File: config.mk
export PLATFORM = sky130hd
export DESIGN_NAME = wrench_deadzone_lowpass
export DESIGN_NICKNAME = d
export VERILOG_FILES = /design/src/sv/wdl_pkg.sv /design/src/sv/wdl_axis.sv /design/src/sv/wrench_deadzone_lowpass.sv
export VERILOG_INCLUDE_DIRS = /design/src /design/src/sv
export SDC_FILE = /design/constraint.sdc
export NUM_CORES = 2
export LEC_CHECK = 0
export BUFFER_PORTS_ARGS = -buffer_cell sky130_fd_sc_hd__buf_2
export CAP_MARGIN = 25
export CORE_MARGIN = 8
export CORE_UTILIZATION = 45
export CTS_BUF_LIST = sky130_fd_sc_hd__clkbuf_8
export DETAILED_ROUTE_END_ITERATION = 8
export PLACE_DENSITY = 0.71
export SLEW_MARGIN = 10
export SYNTH_ARGS = -nofsm -noshare
export SYNTH_HDL_FRONTEND = slang
export SYNTH_SLANG_ARGS = --single-unit
File: constraint.sdc
create_clock -name clk -period 32.5 [get_ports clk]
set_input_delay 3.25 -clock clk [delete_from_list [all_inputs] [get_ports clk]]
set_output_delay 3.25 -clock clk [all_outputs]
set_load 0.005 [all_outputs]
File: src/sv/wrench_deadzone_lowpass_macros.svh
// ---------------------------------------------------------------------------
// wrench_deadzone_lowpass_macros.svh
// Assertion shorthands for the wrench conditioning block
// ---------------------------------------------------------------------------
`ifndef WRENCH_DEADZONE_LOWPASS_MACROS_SVH
`define WRENCH_DEADZONE_LOWPASS_MACROS_SVH

// same-cycle implication, disabled while reset is asserted
`define WDL_ASSERT_NOW(label, clk, rst_n, ante, cons, msg) \
  label: assert property (@(posedge clk) disable iff (!rst_n) (ante) |-> (cons)) \
    else $error(msg);

// next-cycle implication, disabled while reset is asserted
`define WDL_ASSERT_NEXT(label, clk, rst_n, ante, cons, msg) \
  label: assert property (@(posedge clk) disable iff (!rst_n) (ante) |=> (cons)) \
    else $error(msg);

`endif

File: src/sv/wdl_pkg.sv
// ---------------------------------------------------------------------------
// wdl_pkg
// Shared codes for the wrench deadzone / low-pass block
// ---------------------------------------------------------------------------
`default_nettype none

package wdl_pkg;

  // configuration register index width
  localparam int unsigned CFG_IDX_W = 2;

  // configuration register indexes
  typedef enum logic [CFG_IDX_W-1:0] {
    CFG_LOWER_THRESHOLD = 2'd0,
    CFG_UPPER_THRESHOLD = 2'd1,
    CFG_FILTER_COEFF    = 2'd2
  } cfg_idx_t;

  // number of filtered force axes
  localparam int unsigned NUM_FORCE_AXES = 3;

endpackage

`default_nettype wire

File: src/sv/wdl_axis.sv
// ---------------------------------------------------------------------------
// wdl_axis
// One force axis: band check, deadzone, exponential average and its state
// ---------------------------------------------------------------------------
`default_nettype none

module wdl_axis #(
  parameter int unsigned SAMPLE_WIDTH    = 16,
  parameter int unsigned COEFF_FRAC_BITS = 16
) (
  input  wire logic                              clk,
  input  wire logic                              rst_n,
  input  wire logic signed [SAMPLE_WIDTH-1:0]    force_in,
  input  wire logic        [SAMPLE_WIDTH-2:0]    lower_threshold,
  input  wire logic        [SAMPLE_WIDTH-2:0]    upper_threshold,
  input  wire logic        [COEFF_FRAC_BITS:0]   filter_coeff,
  input  wire logic                              update,
  output logic signed      [SAMPLE_WIDTH-1:0]    force_out
);

  localparam int unsigned SW    = SAMPLE_WIDTH;
  localparam int unsigned F     = COEFF_FRAC_BITS;
  localparam int unsigned ACC_W = SW + F + 5;

  logic signed [SW-1:0]    prev_r;
  logic signed [SW-1:0]    prev_nxt;
  logic        [SW-1:0]    mag;
  logic                    in_band;
  logic                    is_pos;
  logic signed [SW:0]      x_ext;
  logic signed [SW:0]      lower_ext;
  logic signed [SW:0]      dz_val;
  logic signed [SW+1:0]    diff;
  logic signed [F+1:0]     coeff_s;
  logic signed [F+SW+3:0]  prod;
  logic signed [ACC_W-1:0] acc;
  logic signed [SW-1:0]    filt;

  // magnitude; the most negative code wraps to 2^(SW-1) as unsigned
  assign mag     = force_in[SW-1] ? SW'(-force_in) : force_in;
  assign in_band = (mag >= {1'b0, lower_threshold}) && (mag <= {1'b0, upper_threshold});

  // pull toward zero by the lower threshold
  assign is_pos    = !force_in[SW-1] && (force_in != '0);
  assign x_ext     = (SW+1)'(force_in);
  assign lower_ext = $signed({2'b00, lower_threshold});
  assign dz_val    = is_pos ? (x_ext - lower_ext) : (x_ext + lower_ext);

  // prev + a*(v - prev), rounded, floor shift
  assign diff    = (SW+2)'(dz_val) - (SW+2)'(prev_r);
  assign coeff_s = $signed({1'b0, filter_coeff});
  assign prod    = coeff_s * diff;
  assign acc     = (ACC_W'(prev_r) <<< F) + ACC_W'(prod)
                   + (ACC_W'(1) <<< (F - 1));
  assign filt    = acc[F+SW-1:F];

  assign force_out = in_band ? filt : '0;

  // state follows only passing samples
  assign prev_nxt = (update && in_band) ? filt : prev_r;

  always_ff @(posedge clk) begin
    if (!rst_n) begin
      prev_r <= '0;
    end else begin
      prev_r <= prev_nxt;
    end
  end

endmodule

`default_nettype wire

File: src/sv/wrench_deadzone_lowpass.sv
// ---------------------------------------------------------------------------
// wrench_deadzone_lowpass
// Six-axis force/torque conditioning: deadzone, band limit, low-pass on forces
// ---------------------------------------------------------------------------
// Usage:
//   The input channel (in_valid / in_stall) takes one wrench sample per beat;
//   the output channel (out_valid / out_stall) gives one conditioned sample
//   per beat, in order. Torques pass through; each force axis is banded,
//   shifted by the lower threshold and run through an exponential average.
//   From an input beat to out_valid the sample passes an input register,
//   then single-pass logic (one multiply-add per axis), then the output
//   register. Throughput is one sample per cycle while out_stall is low,
//   set by that multiply-add feeding the per-axis state register.
//   A stalled result is held in the output register while one more sample
//   waits in the input register; in_stall rises only when both are full.
//   Configuration (cfg_we / cfg_index / cfg_wdata) must be written only
//   while idle, unenforced by the block; a coefficient above 1.0 saturates,
//   unused indexes are ignored. Synchronous reset clears both stages, the
//   filter states and loads the thresholds 7.0 / 160.0 and coefficient 0.75.
// ---------------------------------------------------------------------------
`default_nettype none

`include "wrench_deadzone_lowpass_macros.svh"

module wrench_deadzone_lowpass #(
  parameter int unsigned SAMPLE_WIDTH    = 16,
  parameter int unsigned COEFF_FRAC_BITS = 16
) (
  input  wire logic                                 clk,
  input  wire logic                                 rst_n,
  // configuration
  input  wire logic                                 cfg_we,
  input  wire logic [wdl_pkg::CFG_IDX_W-1:0]        cfg_index,
  input  wire logic [((SAMPLE_WIDTH-1 > COEFF_FRAC_BITS+1) ?
                      SAMPLE_WIDTH-1 : COEFF_FRAC_BITS+1)-1:0] cfg_wdata,
  // input channel
  input  wire logic                                 in_valid,
  output logic                                      in_stall,
  input  wire logic signed [SAMPLE_WIDTH-1:0]       in_force_x_in,
  input  wire logic signed [SAMPLE_WIDTH-1:0]       in_force_y_in,
  input  wire logic signed [SAMPLE_WIDTH-1:0]       in_force_z_in,
  input  wire logic signed [SAMPLE_WIDTH-1:0]       in_torque_x_in,
  input  wire logic signed [SAMPLE_WIDTH-1:0]       in_torque_y_in,
  input  wire logic signed [SAMPLE_WIDTH-1:0]       in_torque_z_in,
  // result channel
  output logic                                      out_valid,
  input  wire logic                                 out_stall,
  output logic signed [SAMPLE_WIDTH-1:0]            out_force_x_out,
  output logic signed [SAMPLE_WIDTH-1:0]            out_force_y_out,
  output logic signed [SAMPLE_WIDTH-1:0]            out_force_z_out,
  output logic signed [SAMPLE_WIDTH-1:0]            out_torque_x_out,
  output logic signed [SAMPLE_WIDTH-1:0]            out_torque_y_out,
  output logic signed [SAMPLE_WIDTH-1:0]            out_torque_z_out
);

  localparam int unsigned SW   = SAMPLE_WIDTH;
  localparam int unsigned TW   = SAMPLE_WIDTH - 1;
  localparam int unsigned CW   = COEFF_FRAC_BITS + 1;
  localparam int unsigned NAX  = wdl_pkg::NUM_FORCE_AXES;
  localparam int unsigned THRESH_MAX = (1 << TW) - 1;

  localparam logic [TW-1:0] LOWER_RESET = TW'((896 > THRESH_MAX) ? THRESH_MAX : 896);
  localparam logic [TW-1:0] UPPER_RESET = TW'((20480 > THRESH_MAX) ? THRESH_MAX : 20480);
  localparam logic [CW-1:0] COEFF_ONE   = CW'(1) << COEFF_FRAC_BITS;
  localparam logic [CW-1:0] COEFF_RESET = CW'(3) << (COEFF_FRAC_BITS - 2);

  // configuration registers
  logic [TW-1:0] lower_r, lower_nxt;
  logic [TW-1:0] upper_r, upper_nxt;
  logic [CW-1:0] coeff_r, coeff_nxt;
  logic [CW-1:0] coeff_wr;

  // pipeline stages
  logic                         s1_valid_r, s1_valid_nxt;
  logic signed [NAX-1:0][SW-1:0] s1_force_r;
  logic signed [NAX-1:0][SW-1:0] s1_torque_r;
  logic                         out_valid_r, out_valid_nxt;
  logic signed [NAX-1:0][SW-1:0] out_force_r;
  logic signed [NAX-1:0][SW-1:0] out_torque_r;
  logic signed [NAX-1:0][SW-1:0] force_cond;
  logic                         advance;
  logic                         in_take;

  // register writes, coefficient saturated at one
  assign coeff_wr = (cfg_wdata[CW-1:0] > COEFF_ONE) ? COEFF_ONE : cfg_wdata[CW-1:0];

  always_comb begin
    lower_nxt = lower_r;
    upper_nxt = upper_r;
    coeff_nxt = coeff_r;
    if (cfg_we) begin
      unique case (wdl_pkg::cfg_idx_t'(cfg_index))
        wdl_pkg::CFG_LOWER_THRESHOLD: lower_nxt = cfg_wdata[TW-1:0];
        wdl_pkg::CFG_UPPER_THRESHOLD: upper_nxt = cfg_wdata[TW-1:0];
        wdl_pkg::CFG_FILTER_COEFF:    coeff_nxt = coeff_wr;
        default: ;
      endcase
    end
  end

  always_ff @(posedge clk) begin
    if (!rst_n) begin
      lower_r <= LOWER_RESET;
      upper_r <= UPPER_RESET;
      coeff_r <= COEFF_RESET;
    end else begin
      lower_r <= lower_nxt;
      upper_r <= upper_nxt;
      coeff_r <= coeff_nxt;
    end
  end

  // handshake: stage one moves on when the output register is free or drains
  assign advance  = s1_valid_r && (!out_valid_r || !out_stall);
  assign in_stall = s1_valid_r && !advance;
  assign in_take  = in_valid && !in_stall;

  assign s1_valid_nxt  = in_take || (s1_valid_r && !advance);
  assign out_valid_nxt = advance || (out_valid_r && out_stall);

  always_ff @(posedge clk) begin
    if (!rst_n) begin
      s1_valid_r  <= 1'b0;
      out_valid_r <= 1'b0;
    end else begin
      s1_valid_r  <= s1_valid_nxt;
      out_valid_r <= out_valid_nxt;
    end
  end

  // input register payload
  always_ff @(posedge clk) begin
    if (in_take) begin
      s1_force_r[0]  <= in_force_x_in;
      s1_force_r[1]  <= in_force_y_in;
      s1_force_r[2]  <= in_force_z_in;
      s1_torque_r[0] <= in_torque_x_in;
      s1_torque_r[1] <= in_torque_y_in;
      s1_torque_r[2] <= in_torque_z_in;
    end
  end

  // per-axis conditioning
  for (genvar g = 0; g < NAX; g++) begin : g_axis
    wdl_axis #(
      .SAMPLE_WIDTH    (SAMPLE_WIDTH),
      .COEFF_FRAC_BITS (COEFF_FRAC_BITS)
    ) u_axis (
      .clk             (clk),
      .rst_n           (rst_n),
      .force_in        (s1_force_r[g]),
      .lower_threshold (lower_r),
      .upper_threshold (upper_r),
      .filter_coeff    (coeff_r),
      .update          (advance),
      .force_out       (force_cond[g])
    );
  end

  // output register payload
  always_ff @(posedge clk) begin
    if (advance) begin
      out_force_r  <= force_cond;
      out_torque_r <= s1_torque_r;
    end
  end

  assign out_valid        = out_valid_r;
  assign out_force_x_out  = out_force_r[0];
  assign out_force_y_out  = out_force_r[1];
  assign out_force_z_out  = out_force_r[2];
  assign out_torque_x_out = out_torque_r[0];
  assign out_torque_y_out = out_torque_r[1];
  assign out_torque_z_out = out_torque_r[2];

  // checks
  `WDL_ASSERT_NOW(a_full_stalls, clk, rst_n, s1_valid_r && out_valid_r && out_stall, in_stall, "input not stalled with both stages full")
  `WDL_ASSERT_NEXT(a_torque_pass, clk, rst_n, advance, out_valid_r && (out_torque_r[0] == $past(s1_torque_r[0])), "torque beat not carried to output")
  `WDL_ASSERT_NEXT(a_drain_empty, clk, rst_n, out_valid_r && !out_stall && !s1_valid_r, !out_valid_r, "output valid without a pending beat")
  `WDL_ASSERT_NEXT(a_hold_stage, clk, rst_n, s1_valid_r && !advance, s1_valid_r && $stable(s1_force_r), "stalled stage one beat lost or changed")

endmodule

`default_nettype wire
=== Word level (Yosys, flattened, before mapping) ===
Index checks and enable logic that the tools add are counted.

* Bits in read-only memories: 0
* Output and inout bits: 98
* Memories: 0
* Register bits: 289
* Input bits: 120
* Latch bits: 0
* Logic and storage cells: 87
* Memory bits (writable): 0

* Eq/ne operators: 2
* Bitwise gates (word level): 0
* Add/subtract/negate cells: 18
* Multiplexer cells: 7
* Magnitude comparators: 7
* Div/mod/pow operators: 0
* Multipliers: 3
* Shift-type cells: 0
* Reductions and logical operators: 30

{| class="wikitable"
|+ Operators by type and width
! kind !! count
|-
| $add A32 B17 Y32 const B || 3
|-
| $add A32 B32 Y32 || 3
|-
| $mul A18 B18 Y32 || 3
|-
| $mux W17 || 4
|-
| $sub A17 B16 Y18 || 3
|-
| $add A16 B16 Y17 || 3
|-
| $sub A16 B16 Y17 || 3
|-
| $ge A16 B15 Y1 || 3
|-
| $le A16 B15 Y1 || 3
|-
| $mux W16 || 3
|-
| $neg A16 Y16 || 3
|-
| $reduce_bool A16 Y1 || 3
|-
| $gt A17 B17 Y1 const B || 1
|-
| $logic_and A1 B1 Y1 || 13
|-
| $logic_not A1 Y1 || 7
|-
| $reduce_and A2 Y1 || 3
|-
| $logic_or A1 B1 Y1 || 3
|-
| $eq A2 B1 Y1 const B || 1
|-
| $eq A2 B2 Y1 const B || 1
|-
| $logic_not A2 Y1 || 1
|}

=== Depth between registers and ports, before layout ===
* Word-level depth: 8
* Gate-level depth with buffers: 53
* Gate-level depth less buffers: 53

=== Modules after synthesis ===
Synthesis repeated with hierarchy kept, for this count alone.

* Cells, all modules: 5101
* Area, all modules: 47672.0 sq um

{| class="wikitable"
|+ Modules (own cells, without submodules)
! module !! area each (sq um) !! cells each !! sequential area each (sq um) !! instances
|-
| wdl_axis (g_axis[1].u_axis) || 13402.9 || 1555 || 320.3 || 1
|-
| wdl_axis (g_axis[2].u_axis) || 13341.5 || 1567 || 320.3 || 1
|-
| wdl_axis (g_axis[0].u_axis) || 13284.0 || 1565 || 320.3 || 1
|-
| wrench_deadzone_lowpass || 7643.6 || 414 || 6746.5 || 1
|}

=== Least setup slack after synthesis ===
No wires, ideal clock.

* Kind: reg-to-reg
* Start point: reg s1_force_r[37] (netlist name)
* End point: reg g_axis[2].u_axis.prev_r[15]
* Buffers on the path: 2
* Path slack: 20.336 ns
* Clock period less this slack: 12.164 ns
* Cell stages (with the launch flop): 49
* Arrival time: 12.099 ns
* Data required time: 32.435 ns
* Setup time: 0.065 ns
* Cell sequence: edfxtp_1 or4_4 or3_4 or4_4 or4_4 nand2b_1 buf_2 mux2i_1 ha_1 nor2b_1 o21ai_0 a21boi_0 o21a_1 o21ai_0 nand2b_1 a41o_1 o41ai_1 xnor2_1 [13 not listed] fa_1 fa_1 fa_1 fa_1 inv_1 fa_1 inv_1 ha_1 a21o_1 a211oi_1 nand3_1 nand3_1 o21ai_1 or3_1 a31oi_1 xnor3_1 mux2_2 nor2_1

* Cells in the longest elaborated chain, start to end: 7
* Elaborated cells between the ends (all ways): 15
* Classes of those cells: 6 x add/sub; 1 x mul; 2 x order compare; 2 x mux; 4 x reduce/logical

{| class="wikitable"
|+ RTL lines
! element !! RTL line !! text
|-
| start, declared || wrench_deadzone_lowpass.sv:75 || <nowiki>logic signed [NAX-1:0][SW-1:0] s1_force_r;</nowiki>
|-
| parallel branches: the longest is 7 deep, another holds $mul A18 B18 Y32 || -- ||
|-
| end signal, assigned || wdl_axis.sv:66 || <nowiki>prev_r <= prev_nxt;</nowiki>
|-
| end, declared || wdl_axis.sv:25 || <nowiki>logic signed [SW-1:0] prev_r;</nowiki>
|}

Parallel ways; which one is timed is not known.
A chain may end at the register's enable or synchronous reset.

=== Final worst setup path ===
Ends and elaborated chain as after synthesis.

==> results.toml <==
[run_status]
run_status = "finished, final reports clean"

[min_path]
holdCritStartpoint = "s1_torque_r[27]"
hp-class = "reg -> reg"

[clocking]
worstSkewPairLatency_ns = 0.64
cts_root_buffer = "clkbuf_8"
tritoncts.num_buffers = 45
clkSinkCount = 289
clk_pin_slew_ns = 0.07
cts_tree = "yes"
cts_max_path_buffers = 3
post_cts_hold_buffer_count = 0
cts_repair_resize_count = 0
cts.htree.levels = 2
post-cts-setup-buffers = 0

[placement]
place.gp.congestion = 0.948
hpwl_um = 97500
port_buffers = 217
placed_cells = 6601

[critical_path]
cp_slowest_cell = "or4_4"
worstReg2RegStart = "s1_force_r[37]"
cp_max_fo = 15
critical-path-max-stage-delay_ns = 0.59
critical_path_class = "reg -> reg"
end_kind = "flip-flop"
critical_path_required_ns = 33.05
r2r_slack_ns = 19.09
critical_path.startpoint = "s1_force_r[37]"
cp_data_arrival_time_ns = 13.96
crit_path_frequent_cell = "fa_1"
cp-start-kind = "flip-flop"

[drt]
drt-wirelength-per-cell_um = 18.2
dr_total_vias = 35219
viasPerCell = 5.26
drt.antenna.violating_nets = 0
first_pass_drt_iterations = 8
drt_wl_total_um = 122000
post-route-drc-count = 0
first_iter_violations = 2013

[synth]
yosys.cell_types.count = 77
synth.largest_area_cell = "fa_1"
synth_seq_cells = 289
syn_area_per_cell_sq_um = 9.22
ys_seq_area_frac = 0.162
netlist_instances = 5147
ys_async_sr_fraction = 0
number_of_nets_in_the_synthesized_netlist = 6571
post-synth-top-area-fraction = 0.324
synth_warnings = 0
post_synth_main_area_contributors = "fa_1, ha_1, edfxtp_1"
synth-edff-count = 192
syn_area_sq_um = 47500
synth-main-ff-cell = "edfxtp_1"

[run]
max-cap-violations = 0

[die]
initial_utilization = 0.452
row_count = 119
die_h_um = 341
pin_count = 218
core_sq_um = 105000
fp.dieArea_sq_um = 116000
fp.dieW_um = 341

[global_route]
gr-usage-all-layers = 0.212
vias_in_the_first_global_route = 37662
grt-ovfl-total = 0
maximum_number_of_pins_on_one_net_before_global_route_repair = 84
grt_first_pass_wirelength_um = 198000
antenna_found_initial = 11

[layout]
post_route_cells_drive_above_1_share = 0.0825
finalNetCount = 6687
stdcell_count = 6697
areaGrowthSynthToFinish_pct = 7.75

[timing]
final-hold-violation-count = 0
fin_crit_ns = 13.41
timing.final.setup_violations = 0
rsz_0062_raised_after_global_routing = "false"
timing.clock.skew_ns = 0.0309
maxClockFrequency_mhz = 74.6
tightestPinTransition_ns = 1.08
timing.final.max_slew_violations = 0
min_period_over_period = 0.413
finalSetupTns_ns = 0
max_slew_margin = 0.277
hold-worst-slack_ns = 0.415
## cell families (layout without fill, tap and decap cells)
family,after synthesis,in the layout,share of synthesized area
xor+xnor,226,226,0.0423
compound gates,482,482,0.0644
mux,15,15,0.00327
flops,289,289,0.162
simple gates,1604,1604,0.165
buf+inv,1227,1378,0.0977
fa+ha+maj,1304,1304,0.465
other cells,0,8,0
## placed cells by master (no fill, tap or decap), types with 85 or more instances in the layout
cell and instances:
ha_1 536, nor2_1 237, o21ai_0 85, fa_1 768, buf_2 217, edfxtp_1 192, xnor2_1 166, and2_1 301
inv_1 1024, nand2_1 663, a21oi_1 172, nand2b_1 111
## synthesized netlist by cell type, types with 7 or more instances
| cell type | instances |
|---|---|
| o211ai_1 | 14 |
| and4_1 | 9 |
| nand4_1 | 22 |
| clkbuf_1 | 195 |
| a211oi_1 | 21 |
| nand3_1 | 40 |
| o2111ai_1 | 7 |
| a21o_1 | 30 |
| and2_1 | 301 |
| a2111oi_0 | 7 |
| nor2b_1 | 55 |
| and3_1 | 13 |
| dfxtp_1 | 97 |
| xor2_1 | 40 |
| mux2i_1 | 11 |
| or3_1 | 29 |
| nand3b_1 | 7 |
| o31ai_1 | 12 |
| edfxtp_1 | 192 |
| o21ai_0 | 85 |
| o21bai_1 | 16 |
| xnor2_1 | 184 |
| o41ai_1 | 9 |
| ha_1 | 536 |
| nor3_1 | 39 |
| nor4_1 | 14 |
| a22oi_1 | 11 |
| nor2_1 | 237 |
| nand2b_1 | 111 |
| inv_1 | 1013 |
| nand2_1 | 663 |
| or2_2 | 28 |
| a31oi_1 | 10 |
| a21oi_1 | 174 |
| fa_1 | 768 |
| o31a_1 | 7 |
| o21a_1 | 31 |
## routing by layer
metal	part of all wire	track usage	up-vias
met2	0.48	0.360	1091
met3	0.058	0.0327	288
met5	0.000082	0	-
li1	-	-	16256
met1	0.41	0.266	17582
met4	0.049	0.0932	2
## sequential cells by signal, summed over array words and instances (netlist names), 17 cells and up
name / flops
g_axis.u_axis.prev_r: 48
coeff_r: 17
s1_torque_r: 48
s1_force_r: 48
## worst paths after layout
kind,endpoint,cells after the start
hold reg to reg,out_torque_y_out[11],0
setup reg to reg,g_axis[2].u_axis.prev_r[15],47
setup / recovery,g_axis[2].u_axis.prev_r[15],47
hold / removal,out_torque_y_out[11],0
## metrics by stage
stage	setup WS (ns)	area [sq um]	util
floorplan	20.34	47500	-
global placement	19.43	50100	0.477
CTS	19.09	51000	0.486
global route	18.34	51100	0.487
detailed placement	19.15	50100	0.477
finish	19.09	51100	0.487
## critical path, delay by kind of cell (launching register included)
kind | cells | cell delay [ns]
AND/OR/NAND/NOR | 13 | 3.61
adder cells (fa/ha/maj) | 10 | 4.20
buffers and inverters | 4 | 0.33
multiplexers | 2 | 0.59
XOR/XNOR | 2 | 0.38
flip-flops | 1 | 0.49
AO/OA/AOI/OAI | 16 | 3.73
## layout make-up
class | count | area (sq um)
timing repair buffer | 277 | 1570
tap | 1391 | 1740
antenna | 8 | 20.0
inverter | 1019 | 3830
fill | 9843 | 53800
clock inverter | 32 | 254
sequential | 289 | 7730
clock buffer | 50 | 688
multi-input combinational | 3631 | 35300
Power is left out: the tool's default activity adds up to more than one toggle a clock period on the data nets, which glitch-free logic cannot reach.
